<file path="src/hdl/rtcbcd_pkg.sv">
`timescale 1ns / 1ps
// rtcbcd_pkg: constants and helper functions for the rtc bcd to epoch seconds core
// no dependencies; imported by rtc_bcd_to_epoch_seconds_core and its testbench

package rtcbcd_pkg;

    localparam int EPOCH_YEAR       = 1970;
    localparam int CENTURY_19       = 1900;
    localparam int CENTURY_20       = 2000;
    localparam int YY_PIVOT         = 70;
    localparam int YEAR_SPAN_DEF    = 100;
    localparam int SEC_PER_MIN      = 60;
    localparam int SEC_PER_HOUR     = 3600;
    localparam int SEC_PER_DAY      = 86400;
    localparam int DAYS_PER_YEAR    = 365;
    localparam int MONTHS_PER_YEAR  = 12;

    localparam int BYTE_W   = 8;
    localparam int YEAR_W   = 12;   // full year 1971..2070
    localparam int YOFF_W   = 7;    // year offset from 1970, span limited to 127
    localparam int MONTH_W  = 4;
    localparam int DBM_W    = 9;    // days before month, up to 334
    localparam int DAYS_W   = 16;   // day count plus day of month, below 65536
    localparam int TOD_W    = 20;   // unchecked time of day, up to 604065
    localparam int SECS_W   = 32;

    // month codes
    localparam logic [MONTH_W-1:0] MON_JAN = 4'd1;
    localparam logic [MONTH_W-1:0] MON_FEB = 4'd2;

    // stage two payload: everything but the day to seconds scaling
    typedef struct packed {
        logic [DAYS_W-1:0] days;
        logic [TOD_W-1:0]  tod;
        logic              month_fixed;
        logic              year_fixed;
    } mid_t;

    // low nibble plus ten times high nibble, nibbles above nine pass through
    function automatic logic [BYTE_W-1:0] bcd_value(input logic [BYTE_W-1:0] b);
        logic [BYTE_W-1:0] hi;
        hi = {4'd0, b[7:4]};
        return {4'd0, b[3:0]} + (hi << 3) + (hi << 1);
    endfunction

    // days before the first of the month in a common year
    function automatic logic [DBM_W-1:0] days_before_month(input logic [MONTH_W-1:0] m);
        logic [DBM_W-1:0] d;
        unique case (m)
            4'd1:    d = 9'd0;
            4'd2:    d = 9'd31;
            4'd3:    d = 9'd59;
            4'd4:    d = 9'd90;
            4'd5:    d = 9'd120;
            4'd6:    d = 9'd151;
            4'd7:    d = 9'd181;
            4'd8:    d = 9'd212;
            4'd9:    d = 9'd243;
            4'd10:   d = 9'd273;
            4'd11:   d = 9'd304;
            4'd12:   d = 9'd334;
            default: d = 9'd0;
        endcase
        return d;
    endfunction

endpackage

</file>
<file path="src/hdl/rtc_bcd_to_epoch_seconds_core.sv">
`timescale 1ns / 1ps
// rtc_bcd_to_epoch_seconds_core: rtc bcd date and time to seconds since 1970
// depends on rtcbcd_pkg (constants, bcd decode, month table, stage struct)

// Converts one request of six rtc bytes (second, minute, hour, day of month,
// month, two-digit year, all bcd) into seconds since 1970-01-01 00:00:00.
// A request is taken every cycle while item_stall is low; it passes the input
// register, the day count register and the result register in that order,
// with the arithmetic split between the day count and result registers.
// Two-digit years above 70 mean 19xx, the rest 20xx. A month outside 1..12
// is replaced by january and month_fixed is raised; a year past
// 1970+YEAR_SPAN is replaced by 1970 and year_fixed is raised. Second,
// minute, hour and day of month are used as decoded, unchecked, and a day of
// month of zero wraps the result modulo 2^32 when it falls before the epoch.
// YEAR_SPAN must stay in 1..127.

module rtc_bcd_to_epoch_seconds_core
    import rtcbcd_pkg::*;
#(
    parameter int YEAR_SPAN = YEAR_SPAN_DEF
)(
    input  logic              clk,
    input  logic              rst_n,
    // request channel
    input  logic              item_valid,
    output logic              item_stall,
    input  logic [BYTE_W-1:0] sec_bcd,
    input  logic [BYTE_W-1:0] min_bcd,
    input  logic [BYTE_W-1:0] hour_bcd,
    input  logic [BYTE_W-1:0] mday_bcd,
    input  logic [BYTE_W-1:0] month_bcd,
    input  logic [BYTE_W-1:0] year_bcd,
    // result channel
    output logic              result_valid,
    input  logic              result_stall,
    output logic [SECS_W-1:0] epoch_seconds,
    output logic              month_fixed,
    output logic              year_fixed
);

    // pipeline control: each stage loads when empty or when it drains
    logic s1_valid_reg, s1_valid_next;
    logic s2_valid_reg, s2_valid_next;
    logic out_valid_reg, out_valid_next;
    logic s1_load, s2_load, out_load;

    // stage one: raw request bytes
    logic [BYTE_W-1:0] sec_reg, min_reg, hour_reg, mday_reg, month_reg, year_reg;

    // stage two: day count and time of day
    mid_t mid_reg, mid_next;

    // result register
    logic [SECS_W-1:0] secs_reg, secs_next;
    logic              month_fixed_reg, year_fixed_reg;

    // stage one decode
    logic [BYTE_W-1:0]  sec_d, min_d, hour_d, mday_d, mon_d, yy_d;
    logic               mon_bad, year_bad, leap_yr;
    logic [MONTH_W-1:0] mon_use;
    logic [YEAR_W-1:0]  full_year, year_off_raw;
    logic [YOFF_W-1:0]  year_off;
    logic [BYTE_W-1:0]  year_off_p1;
    logic [DBM_W-1:0]   dbm;

    assign out_load = !out_valid_reg || !result_stall;
    assign s2_load  = !s2_valid_reg || out_load;
    assign s1_load  = !s1_valid_reg || s2_load;

    assign item_stall    = !s1_load;
    assign result_valid  = out_valid_reg;
    assign epoch_seconds = secs_reg;
    assign month_fixed   = month_fixed_reg;
    assign year_fixed    = year_fixed_reg;

    always_comb
    begin
        s1_valid_next  = s1_load  ? item_valid   : s1_valid_reg;
        s2_valid_next  = s2_load  ? s1_valid_reg : s2_valid_reg;
        out_valid_next = out_load ? s2_valid_reg : out_valid_reg;
    end

    always_ff @(posedge clk or negedge rst_n)
    begin
        if (!rst_n)
        begin
            s1_valid_reg  <= 1'b0;
            s2_valid_reg  <= 1'b0;
            out_valid_reg <= 1'b0;
        end
        else
        begin
            s1_valid_reg  <= s1_valid_next;
            s2_valid_reg  <= s2_valid_next;
            out_valid_reg <= out_valid_next;
        end
    end

    // input register
    always_ff @(posedge clk)
    begin
        if (s1_load && item_valid)
        begin
            sec_reg   <= sec_bcd;
            min_reg   <= min_bcd;
            hour_reg  <= hour_bcd;
            mday_reg  <= mday_bcd;
            month_reg <= month_bcd;
            year_reg  <= year_bcd;
        end
    end

    // decode, clamp month and year, count days up to the day of month
    always_comb
    begin
        sec_d  = bcd_value(sec_reg);
        min_d  = bcd_value(min_reg);
        hour_d = bcd_value(hour_reg);
        mday_d = bcd_value(mday_reg);
        mon_d  = bcd_value(month_reg);
        yy_d   = bcd_value(year_reg);

        mon_bad = (mon_d == '0) || (mon_d > BYTE_W'(MONTHS_PER_YEAR));
        mon_use = mon_bad ? MON_JAN : mon_d[MONTH_W-1:0];

        // two-digit year window
        full_year = YEAR_W'(yy_d) + ((yy_d > BYTE_W'(YY_PIVOT)) ?
                    YEAR_W'(CENTURY_19) : YEAR_W'(CENTURY_20));
        // full year is never below 1971, so the offset cannot underflow
        year_off_raw = full_year - YEAR_W'(EPOCH_YEAR);
        year_bad     = year_off_raw > YEAR_W'(YEAR_SPAN);
        year_off     = year_bad ? '0 : year_off_raw[YOFF_W-1:0];

        // within 1970..2097 every year with offset 2 mod 4 is leap (2000 included),
        // so leap years before this one number (offset + 1) / 4
        leap_yr     = (year_off[1:0] == 2'b10);
        year_off_p1 = BYTE_W'(year_off) + BYTE_W'(1);
        dbm         = days_before_month(mon_use);

        // day of month is kept whole here; the minus one day is applied at the end
        mid_next.days = DAYS_W'(year_off) * DAYS_W'(DAYS_PER_YEAR)
                      + DAYS_W'(year_off_p1[BYTE_W-1:2])
                      + DAYS_W'(dbm)
                      + DAYS_W'((mon_use > MON_FEB) && leap_yr)
                      + DAYS_W'(mday_d);
        mid_next.tod  = TOD_W'(hour_d) * TOD_W'(SEC_PER_HOUR)
                      + TOD_W'(min_d) * TOD_W'(SEC_PER_MIN)
                      + TOD_W'(sec_d);
        mid_next.month_fixed = mon_bad;
        mid_next.year_fixed  = year_bad;
    end

    always_ff @(posedge clk)
    begin
        if (s2_load && s1_valid_reg)
        begin
            mid_reg <= mid_next;
        end
    end

    // scale days to seconds, modulo 2^32
    always_comb
    begin
        secs_next = SECS_W'(32'(mid_reg.days) * 32'(SEC_PER_DAY))
                  + SECS_W'(mid_reg.tod)
                  - SECS_W'(SEC_PER_DAY);
    end

    always_ff @(posedge clk)
    begin
        if (out_load && s2_valid_reg)
        begin
            secs_reg        <= secs_next;
            month_fixed_reg <= mid_reg.month_fixed;
            year_fixed_reg  <= mid_reg.year_fixed;
        end
    end

endmodule

</file>
<file path="config.mk">
export PLATFORM = sky130hd
export DESIGN_NAME = rtc_bcd_to_epoch_seconds_core
export DESIGN_NICKNAME = d
export VERILOG_FILES = /design/src/hdl/rtcbcd_pkg.sv /design/src/hdl/rtc_bcd_to_epoch_seconds_core.sv
export SDC_FILE = /design/constraint.sdc
export NUM_CORES = 1
export LEC_CHECK = 0
export BUFFER_PORTS_ARGS = -buffer_cell sky130_fd_sc_hd__buf_2
export CAP_MARGIN = 20
export CORE_UTILIZATION = 40
export DETAILED_ROUTE_END_ITERATION = 10
export GPL_ROUTABILITY_DRIVEN = 0
export GPL_TIMING_DRIVEN = 0
export HOLD_SLACK_MARGIN = 0.03
export PLACE_DENSITY = 0.58
export SLEW_MARGIN = 0
export SYNTH_ARGS = -nofsm -noshare
export SYNTH_HDL_FRONTEND = slang
export SYNTH_SLANG_ARGS = --single-unit
</file>
<file path="constraint.sdc">
create_clock -name clk -period 9.37 [get_ports clk]
set_input_delay 1.4055 -clock clk [delete_from_list [all_inputs] [get_ports clk]]
set_output_delay 1.4055 -clock clk [all_outputs]
set_load 0.02 [all_outputs]
</file>
==> flow_summary.toml <==
[status]
outcome = "finished clean"

[critical_path]
critPathSlowestCell = "fa_1"
reg2reg_depth = 42
reg2reg_from = "year_reg[4]"
critical_path_peak_fanout = 5
critPathRequiredTime_ns = 9.55
path_class = "flip-flop to flip-flop"
start_kind = "flip-flop"
cp_common_cell = "inv_1"
endpoint_kind = "flip-flop"
cp_slowest_stage_delay_ns = 0.52
r2r_setup_slack_ns = 0.43
r2r_end = "mid_reg[37]"
crit_arrival_ns = 9.11

[global_routing]
grt_max_degree = 43
grt_pass1_vias = 9048
gr-usage-met3_pct = 3.58
grt_pass1_wl_um = 41600
grt_usage_pct = 14.5
met2_usage_pct = 23.7
busiest_layer = "met2"
grt_overflow = 0
grt_use_met1_pct = 19.0
grt_antenna_before_repair = 0

[placement]
dp_hpwl_um = 20600
place_area_um2 = 15300
portBuffers = 87

[clocking]
h-tree-depth = 4
clk_latency_ns = 0.44
cts_tree = "built"
clock-root-buffer = "clkbuf_16"
clk_path_buf_depth = 2
cts_made_buffers = 17
clk_pin_slew_ns = 0.07
cts.sinks = 123

[synth]
syn-num-nets = 1836
synth_ff_type = "edfxtp_1"
ys_top_cells_by_area = "ha_1 (27%), edfxtp_1 (25%), fa_1 (15%)"
synth_cells = 1372
ys_warn_count = 0
ys_ff_latch = 123
async_flop_share_pct = 2.44
avgSynthCellArea_um2 = 10.3
synth_largest_area_cell = "ha_1"
syn_area_um2 = 14200
synth-seq-area-share_pct = 26.0
synth_edf_count = 120
synth_top_area_share_pct = 26.9
ys_types = 54

[final_layout]
drive_gt1_share_pct = 10.7
postLayoutCellArea_um2 = 16000
area_growth_pct = 12.9
final_cell_mix = "inv_1 (317), ha_1 (303), edfxtp_1 (120), fa_1 (105), buf_2 (87)"
layout_commonest_cell = "inv_1"
fin_nets = 1950
antenna_cells = 0
largest_reg_flops = 38

[timing]
max_freq_ghz = 0.112
relSlewSlack_pct = 54.8
setup_violations = 0
finalHoldViolCount = 0
final.period_utilization_pct = 95.4
period_needed_ns = 8.94
skew_ns = 0.0145
slew_viol_final = 0
worstMarginPinSlew_ns = 0.676

[die]
dieArea_um2 = 36200
num_rows = 68
start_util_pct = 40.8
coreArea_um2 = 34700
die_h_um = 190
die_w_um = 190
pin_count = 88

[worst_hold_path]
min_to = "epoch_seconds[3]"
min_path_cells = 0
hold_start = "mid_reg[5]"
hp-class = "flip-flop to flip-flop"

[route]
antenna_left = 0
first_pass_iters = 4
drt-total-wl_um = 24300
vias = 9155
drc_errors = 0
via_per_inst = 4.69
wl_per_cell_um = 12.4
dr.first_iter.drc_count = 280

[flow_run]
drv_cap = 0
-- layout make-up --
cell class / count / area, um^2
buffer: 3 / 26.3
clock buffer: 17 / 425
clock inverter: 15 / 170
fill: 3345 / 18700
inverter: 317 / 1190
multi-input combinational: 929 / 9390
sequential: 123 / 3680
tap: 455 / 569
timing repair buffer: 95 / 541
-- repair_timing --
item / CTS / global route
hold buffers: 0 / 0
gates resized for setup: 6 / 26
pin swaps: 1 / 9
setup endpoints to repair: 3 / 6
setup buffers: 0 / 5
-- worst max-delay path, delay by kind of cell (launching register included) --
kind                       cells  cell delay [ns]
AOI/OAI and AO/OA             10             1.83
xor gates and xnor gates       3             0.39
adders and majority gates     12             4.37
buffers and inverters         10             0.62
DFF                            1             0.35
and+or+nand+nor                7             1.11
-- routing by layer --
layer  wire [um]  part of all wire [%]
met4         261                   1.1
met5           0                     0
met2       11000                    45
met3         860                   3.5
met1       12100                    50
-- worst max path at each step --
stage | start | to | slack, ns | cells past startpoint
finish | year_reg[4] | mid_reg[37] | 0.43 | 42
global route | year_reg[3] | mid_reg[36] | -0.01 | 42
CTS | year_reg[4] | mid_reg[37] | 0.03 | 44
detailed placement | year_reg[4] | mid_reg[37] | -0.28 | 42
global placement | year_reg[4] | mid_reg[37] | -0.17 | 42
floorplan | year_reg[3] | mid_reg[37] | 0.61 | 42
-- synth_stat cells, types with 4 or more instances --
cell / instances
a31oi_1: 10
nand2_1: 34
nor2b_1: 17
and2_1: 9
o21ai_1: 10
nand2b_1: 12
a21o_1: 34
o21ai_0: 29
or3_1: 5
o21a_1: 9
nor2_1: 56
o31ai_1: 6
ha_1: 305
nand4_1: 6
nor3_1: 14
xnor2_1: 83
nor4_1: 4
nand3_1: 17
inv_1: 317
xor2_1: 35
fa_1: 107
edfxtp_1: 120
and3_1: 4
a211oi_1: 7
a21oi_1: 67
o21bai_1: 10
-- cells by family (layout without fill, tap and decap cells) --
logic type	Yosys count	after routing	synth area share, %
flops	123	123	26.0
fa+ha+maj	412	412	42.1
compound gates	209	209	9.42
mux	4	4	0.371
buf+inv	320	447	8.49
xor+xnor	118	118	7.30
simple gates	186	186	6.40
-- per-stage QoR --
stage	setup TNS, ns	cells	hold WS, ns	util, %	setup slack (ns)
floorplan	0	1372	0.400	-	0.612
global placement	-0.169	1914	0.402	43.7	-0.169
detailed placement	-0.397	1917	0.409	43.9	-0.278
CTS	0	1949	0.423	45.7	0.0333
global route	-0.0115	1954	0.435	46.1	-0.0115
finish	0	1954	0.417	46.1	0.431
Power is left out: the tool's default activity adds up to more than one toggle a clock period on the data nets, which glitch-free logic cannot reach.
